`config.mk`:
```
export PLATFORM = sky130hd
export DESIGN_NAME = hpss_stencil
export DESIGN_NICKNAME = d
export VERILOG_FILES = /design/src/sv/hpss_pkg.sv /design/src/sv/hpss_stencil.sv
export SDC_FILE = /design/constraint.sdc
export NUM_CORES = 2
export LEC_CHECK = 0
export BUFFER_PORTS_ARGS = -buffer_cell sky130_fd_sc_hd__buf_4
export CAP_MARGIN = 20
export CORE_AREA = 2 2 379 381
export DETAILED_ROUTE_END_ITERATION = 10
export DIE_AREA = 0 0 381 383
export GPL_ROUTABILITY_DRIVEN = 0
export MAX_ROUTING_LAYER = met4
export PLACE_DENSITY = 0.71
export SLEW_MARGIN = 10
export SYNTH_ARGS = -nofsm -noshare
export SYNTH_HDL_FRONTEND = slang
export SYNTH_SLANG_ARGS = --single-unit
export TNS_END_PERCENT = 5
```
`constraint.sdc`:
```
create_clock -name aclk -period 8.7 [get_ports aclk]
set_clock_uncertainty 0.05 [all_clocks]
set_input_delay 0 -clock aclk [delete_from_list [all_inputs] [get_ports aclk]]
set_output_delay 0 -clock aclk [all_outputs]
set_load 0.005 [all_outputs]
```
`src/sv/hpss_pkg.sv`:
```
// ----------------------------------------------------------------------------
// hpss_pkg
// Shared constants, types and helpers of the heat plate stencil stepper.
// ----------------------------------------------------------------------------
`default_nettype none

package hpss_pkg;

    // Grid geometry.
    localparam int GRID_SIZE = 32;
    localparam int CELLS     = GRID_SIZE * GRID_SIZE;
    localparam int ADDR_W    = $clog2(CELLS);
    localparam int RC_W      = $clog2(GRID_SIZE);

    // Field widths.
    localparam int CMD_W      = 2;
    localparam int COORD_W    = 5;
    localparam int VAL_W      = 24;
    localparam int GAIN_W     = 15;
    localparam int STEPS_W    = 16;
    localparam int CFG_IDX_W  = 3;
    localparam int CFG_DATA_W = 24;

    // Datapath widths: four neighbors minus four times the center, then the gain.
    localparam int FRAC_W = 16;
    localparam int LAP_W  = VAL_W + 4;
    localparam int PROD_W = LAP_W + GAIN_W + 1;

    // Sweep of a time step: reads run GRID_SIZE cells ahead of the updated cell.
    localparam int PIPE_DEPTH = 4;
    localparam int LAST_PUSH  = CELLS + GRID_SIZE - 1;
    localparam int SWEEP_LAST = LAST_PUSH + PIPE_DEPTH;
    localparam int SWEEP_W    = $clog2(SWEEP_LAST + 1);

    // Command codes.
    localparam logic [CMD_W-1:0] CMD_FILL = CMD_W'(0);
    localparam logic [CMD_W-1:0] CMD_STEP = CMD_W'(1);
    localparam logic [CMD_W-1:0] CMD_READ = CMD_W'(2);

    // Configuration register indexes.
    localparam logic [CFG_IDX_W-1:0] REG_GAIN     = CFG_IDX_W'(0);
    localparam logic [CFG_IDX_W-1:0] REG_TOP      = CFG_IDX_W'(1);
    localparam logic [CFG_IDX_W-1:0] REG_BOTTOM   = CFG_IDX_W'(2);
    localparam logic [CFG_IDX_W-1:0] REG_LEFT     = CFG_IDX_W'(3);
    localparam logic [CFG_IDX_W-1:0] REG_RIGHT    = CFG_IDX_W'(4);
    localparam logic [CFG_IDX_W-1:0] REG_INTERIOR = CFG_IDX_W'(5);

    // Reset values of the configuration registers.
    localparam logic [GAIN_W-1:0] GAIN_RESET = GAIN_W'(16384);
    localparam logic [VAL_W-1:0]  SIDE_RESET = VAL_W'(6553600);

    typedef logic signed [VAL_W-1:0] val_t;
    typedef logic [ADDR_W-1:0]       addr_t;
    typedef logic [SWEEP_W-1:0]      sweep_t;
    typedef logic [RC_W-1:0]         rc_t;

    // One source cell arriving from the memory during a time step.
    typedef struct packed {
        logic   valid;
        sweep_t idx;
    } push_t;

    // One write request toward a grid bank.
    typedef struct packed {
        logic  en;
        addr_t addr;
        val_t  data;
    } wreq_t;

    // Row and column of a cell address.
    function automatic rc_t addr_row(addr_t a);
        return rc_t'(int'(a) / GRID_SIZE);
    endfunction

    function automatic rc_t addr_col(addr_t a);
        return rc_t'(int'(a) % GRID_SIZE);
    endfunction

endpackage

`default_nettype wire

```
`src/sv/hpss_stencil.sv`:
```
// ----------------------------------------------------------------------------
// hpss_stencil
// Five-point stencil datapath: a line of two rows plus one cell holds the
// neighbors of the cell being updated; the update runs in three stages.
// ----------------------------------------------------------------------------
`default_nettype none

module hpss_stencil (
    input  logic                        aclk,
    input  logic                        aresetn,
    input  hpss_pkg::push_t             push,
    input  hpss_pkg::val_t              rd_data,
    input  logic [hpss_pkg::GAIN_W-1:0] gain,
    output hpss_pkg::wreq_t             wr
);
    import hpss_pkg::*;

    localparam int LINE_LEN = 2 * GRID_SIZE + 1;
    localparam logic signed [LAP_W:0] SAT_HI = (LAP_W + 1)'(2 ** (VAL_W - 1) - 1);
    localparam logic signed [LAP_W:0] SAT_LO = -(LAP_W + 1)'(2 ** (VAL_W - 1));

    // Line of source cells, newest at tap zero.
    val_t   line_reg [0:LINE_LEN-1];
    logic   a_valid_reg;
    sweep_t a_idx_reg;

    always_ff @(posedge aclk) begin
        if (push.valid) begin
            line_reg[0] <= rd_data;
            for (int i = 1; i < LINE_LEN; i++) begin
                line_reg[i] <= line_reg[i-1];
            end
        end
    end

    always_ff @(posedge aclk) begin
        if (!aresetn) begin
            a_valid_reg <= 1'b0;
        end else begin
            a_valid_reg <= push.valid;
        end
    end

    always_ff @(posedge aclk) begin
        a_idx_reg <= push.idx;
    end

    // Stage A: the center sits GRID_SIZE cells behind the newest cell.
    logic                    a_live;
    addr_t                   a_addr;
    rc_t                     a_row;
    rc_t                     a_col;
    logic                    a_rim;
    logic signed [LAP_W-1:0] a_lap;
    val_t                    a_u;

    always_comb begin
        a_live = a_valid_reg && (a_idx_reg >= SWEEP_W'(GRID_SIZE));
        a_addr = addr_t'(a_idx_reg - SWEEP_W'(GRID_SIZE));
        a_row  = addr_row(a_addr);
        a_col  = addr_col(a_addr);
        a_rim  = (a_row == rc_t'(0)) || (a_row == rc_t'(GRID_SIZE - 1)) ||
                 (a_col == rc_t'(0)) || (a_col == rc_t'(GRID_SIZE - 1));
        a_u    = line_reg[GRID_SIZE];
        a_lap  = LAP_W'(line_reg[0]) + LAP_W'(line_reg[2*GRID_SIZE])
               + LAP_W'(line_reg[GRID_SIZE-1]) + LAP_W'(line_reg[GRID_SIZE+1])
               - (LAP_W'(a_u) <<< 2);
    end

    logic                    b_valid_reg;
    addr_t                   b_addr_reg;
    logic                    b_rim_reg;
    val_t                    b_u_reg;
    logic signed [LAP_W-1:0] b_lap_reg;

    always_ff @(posedge aclk) begin
        if (!aresetn) begin
            b_valid_reg <= 1'b0;
        end else begin
            b_valid_reg <= a_live;
        end
    end

    always_ff @(posedge aclk) begin
        b_addr_reg <= a_addr;
        b_rim_reg  <= a_rim;
        b_u_reg    <= a_u;
        b_lap_reg  <= a_lap;
    end

    // Stage B: gain times the Laplacian.
    logic signed [PROD_W-1:0] b_prod;

    assign b_prod = PROD_W'($signed({1'b0, gain})) * PROD_W'(b_lap_reg);

    logic                     c_valid_reg;
    addr_t                    c_addr_reg;
    logic                     c_rim_reg;
    val_t                     c_u_reg;
    logic signed [PROD_W-1:0] c_prod_reg;

    always_ff @(posedge aclk) begin
        if (!aresetn) begin
            c_valid_reg <= 1'b0;
        end else begin
            c_valid_reg <= b_valid_reg;
        end
    end

    always_ff @(posedge aclk) begin
        c_addr_reg <= b_addr_reg;
        c_rim_reg  <= b_rim_reg;
        c_u_reg    <= b_u_reg;
        c_prod_reg <= b_prod;
    end

    // Stage C: drop the fraction (floor), add to the center and saturate.
    logic signed [LAP_W-1:0] c_delta;
    logic signed [LAP_W:0]   c_total;
    val_t                    c_sat;

    always_comb begin
        c_delta = c_prod_reg[PROD_W-1:FRAC_W];
        c_total = (LAP_W + 1)'(c_u_reg) + (LAP_W + 1)'(c_delta);
        if (c_total > SAT_HI) begin
            c_sat = val_t'(SAT_HI);
        end else if (c_total < SAT_LO) begin
            c_sat = val_t'(SAT_LO);
        end else begin
            c_sat = c_total[VAL_W-1:0];
        end
    end

    // Boundary cells are copied unchanged.
    assign wr.en   = c_valid_reg;
    assign wr.addr = c_addr_reg;
    assign wr.data = c_rim_reg ? c_u_reg : c_sat;

endmodule

`default_nettype wire

```
# == Yosys cells after proc, flatten, opt, wreduce, memory -nomap -nowiden ==
# Memories as Yosys holds them, arrays and structs flattened.
# Cells that the tools add are included.
# totals
ram_bits,1560
elab_cells,36
n_memories,1
inputBits,53
regBits,156
# op_classes
n_eq_ne,2
addsub,6
muxes,5
n_lt_le_gt_ge,3
n_reduce_logical,6
multipliers,1
# memory_table
memory,depth,word_bits,read_ports,rd_clocked_by_memory_dff,write_ports,line_no,text
line_reg,65,24,65,0,65,hpss_stencil.sv:23,val_t line_reg [0:LINE_LEN-1];
# ops
operator,n
2-to-1 mux 24 bit,3
multiplier 16 x 28 -> 44 bit,1
adder 24 x 28 -> 29 bit,1
"> comparator 29 x 24 -> 1 bit, second input constant",1
"< comparator 29 x 24 -> 1 bit, second input constant",1
subtractor 27 x 26 -> 28 bit,1
adder 26 x 24 -> 27 bit,1
adder 25 x 24 -> 26 bit,1
adder 24 x 24 -> 25 bit,1
"greater-or-equal comparator 11 x 6 -> 1 bit, second input constant",1
"equality test 5 bit, second input constant",2
logical NOT 5 bit,2
"subtractor 10 x 6 -> 10 bit, second input constant",1
logical OR 1 bit,3
2-to-1 mux 1 bit,2
logical AND 1 bit,1

# == Logic depth before layout (Yosys ltp) ==
# depth
word_depth,5
depth_mapped,25
mapped_depth_nobuf,24

# == Worst setup path before layout ==
# No wires, ideal clock.
# synth_timing
kind,register -> register
start,reg b_lap_reg[16]
end,reg c_prod_reg[38]
n_path_buf,1
path_stages_with_launch,20
setup_ns,0.072
synth_period_minus_slack_ns,6.046
path_slack_ns,2.654
required_time_ns,8.578
t_arrival_ns,5.923
cell_sequence,dfxtp_1 clkbuf_1 nand2_1 fa_1 fa_1 fa_1 inv_1 fa_1 fa_1 fa_1 ha_1 a21o_1 a21o_1 a2111oi_0 nor3_1 a311oi_1 a21oi_1 a21o_1 a21oi_1 xnor2_1
# synth_via
elab_chain_len,1
# synth_lines
element,line_no,text
from (decl),hpss_stencil.sv:74,logic signed [LAP_W-1:0] b_lap_reg;
from (signal assigned),hpss_stencil.sv:88,b_lap_reg <= a_lap;
multiplier 16 x 28 -> 44 bit,hpss_stencil.sv:94,"assign b_prod = PROD_W'($signed({1'b0, gain})) * PROD_W'(b_lap_reg);"
net b_prod[38],hpss_stencil.sv:92,logic signed [PROD_W-1:0] b_prod;
to (signal assigned),hpss_stencil.sv:114,c_prod_reg <= b_prod;
to (decl),hpss_stencil.sv:100,logic signed [PROD_W-1:0] c_prod_reg;
# The timed path passes the listed nets, and every way through them passes these cells.
# A chain may end at the register's enable or synchronous reset.

# == Final worst setup path ==
# layout_timing
start,reg b_lap_reg[8]
end,reg c_prod_reg[32]
# Same word-level chain as after synthesis.

==> impl_metrics.tcl <==
set metrics [dict create \
    die_width_um 381 \
    core_area_sq_um 142000 \
    cp_cell_sequence "nand2_1, fa_1, fa_1, fa_1, fa_1, inv_1, fa_1, fa_1, ha_1, a21oi_1, o22ai_1, o31ai_1, nand3_1, a41oi_1, o21ai_0, a2111o_1, a31oi_1, xnor2_1" \
    cts.htree.levels 4 \
    worstSetupPathType "reg -> reg" \
    synth.distinct_cells 72 \
    num-nets-final 4862 \
    grt_max_degree 208 \
    cpMostUsedCell "fa_1" \
    synth_nets 4608 \
    wl_per_cell_um 18.1 \
    syn_avg_cell_area_sq_um 17.7 \
    grt_pass1_wl_um 179000 \
    final_max_slew_viol_count 0 \
    via_per_inst 4.94 \
    cp-end-kind "flop" \
    grt_overflow 0 \
    start_util 0.487 \
    ys_seq_area_frac 0.717 \
    setup-tns-final_ns 0 \
    status "complete, no violations" \
    clock_path_buffers 3 \
    hp-class "reg -> reg" \
    path_clk_slew_ns 0.06 \
    vias 30600 \
    cap_violations 0 \
    final_common_cell "edfxtp_1" \
    netlist_area_sq_um 69200 \
    drc_errors 0 \
    cts-resized-gates 0 \
    ys_ff_latch 1700 \
    rsz0062_at_grt "false" \
    pin_count 88 \
    r2r_slack_ns 1.46 \
    final_cell_mix "edfxtp_1, inv_1, fa_1" \
    tritoncts "yes" \
    setup_viol 0 \
    grt_pass1_vias 31900 \
    cts_sinks 1700 \
    critPathRequiredTime_ns 9.33 \
    grt_usage 0.164 \
    die_area_sq_um 146000 \
    final-hold-violation-count 0 \
    die_h_um 383 \
    syn_inst 3914 \
    timing.final.crit_share 0.833 \
    crit_slowest_cell "o31ai_1" \
    fillers 11000 \
    clock-root-buffer "clkbuf_16" \
    synthFlopType "edfxtp_1" \
    area_growth_pct 12.9 \
    final_core_util 0.550 \
    synth-edff-count 1560 \
    largest_reg_flops 1560 \
    start_kind "flop" \
    antenna_found_initial 3 \
    worstMarginPinSlew_ns 1.23 \
    num_antenna_cells 0 \
    layout_min_cycle_time_ns 7.24 \
    cts_made_buffers 160 \
    wl_um 113000 \
    dp_hpwl_um 70100 \
    relSlewSlack 0.182 \
    num_rows 139 \
    port_buffers 87 \
    antenna_left 0 \
    drt_first_pass_iters 7 \
    drtIter0Drc 2437 \
    drive_above_1_share 0.0821 \
    path_max_fanout 15 \
    path_delay_family "adder cells" \
    drt-met1-wl_um 54500 \
    critPathMaxStageDelay_ns 0.79 \
    maxUsedRoutingLayer "met4" \
    dr_wl_met3_um 5260 \
    fmaxAchievable_ghz 0.138 \
    cp.arrival_ns 7.88 \
    clock_latency_ns 0.77 \
    ys_warn_count 0 \
    cp_num_buf_inv 1 \
    async_reset_ff_frac 0 \
    wl_met2_um 50400 \
]
worst reg2reg max path: stages, from the launching register on:
cell and delay, ns:
dfxtp_1 0.75, nand2_1 0.18, fa_1 0.52, fa_1 0.48, fa_1 0.52, fa_1 0.54, inv_1 0.05, fa_1 0.49
fa_1 0.42, ha_1 0.33, a21oi_1 0.17, o22ai_1 0.11, o31ai_1 0.79, nand3_1 0.26, a41oi_1 0.38, o21ai_0 0.30
a2111o_1 0.46, a31oi_1 0.22, xnor2_1 0.14
final timing paths:
check,depth (start not counted),from,endpoint
worst max-delay path,18,b_lap_reg[8],c_prod_reg[32]
worst min-delay path,0,b_u_reg[1],c_u_reg[1]
worst min register to register,0,b_u_reg[1],c_u_reg[1]
worst max register to register,18,b_lap_reg[8],c_prod_reg[32]
per-layer routing:
| layer | GRT usage | up-vias |
|---|---|---|
| met2 | 0.236 | 692 |
| met4 | 0.0464 | 0 |
| li1 | - | 14000 |
| met5 | - | - |
| met3 | 0.0295 | 196 |
| met1 | 0.241 | 15700 |
layout make-up:
type	count	area (sq um)	area share
clock inverters	99	1160	0.0149
inverters	555	2080	0.0266
well taps	1903	2380	0.0305
repair buffers	176	1610	0.0205
flip-flops and latches	1700	49600	0.635
clock buffers	194	4190	0.0536
multi-input cells	1575	17100	0.219
logic make-up after synthesis:
family / share of synthesized area
buffers and inverters: 0.0360
adder cells (fa/ha/maj): 0.168
AO/OA/AOI/OAI: 0.0263
AND/OR/NAND/NOR: 0.0414
multiplexers: 0.000596
flip-flops: 0.717
XOR/XNOR: 0.0110
Yosys cell counts (15+ instances only):
library cell / instances / area (sq um)
edfxtp_1: 1560 / 46800
inv_1: 555 / 2080
fa_1: 479 / 9590
nand2_1: 263 / 987
and2_1: 195 / 1220
ha_1: 162 / 2030
dfxtp_1: 140 / 2800
a21oi_1: 75 / 375
clkbuf_1: 70 / 263
nor2_1: 50 / 188
xnor2_1: 49 / 429
a21o_1: 38 / 285
xor2_1: 38 / 333
o21ai_0: 25 / 125
a221oi_1: 22 / 193
nand3_1: 19 / 95.1
o21a_1: 15 / 113
what timing repair did:
item | 4_1_cts | 5_1_grt
hold buffers | 73 | 0
buffers inserted | 0 | 0
hold endpoints to repair | 201 | 0
per-stage QoR:
stage | hold WS, ns | cells | cell area (sq um) | worst slack [ns]
after floorplan | -0.0223 | 3914 | 69200 | 2.65
after global placement | 0.0559 | 5835 | 72100 | 1.68
after detailed placement | 0.0558 | 5835 | 72100 | 1.47
after CTS | 0.271 | 6201 | 78200 | 1.43
after global routing | 0.280 | 6202 | 78200 | 0.999
final | 0.268 | 6202 | 78200 | 1.46
Power is not shown: default switching activity piles up to over one toggle a cycle in this logic, so the estimate is an artifact.
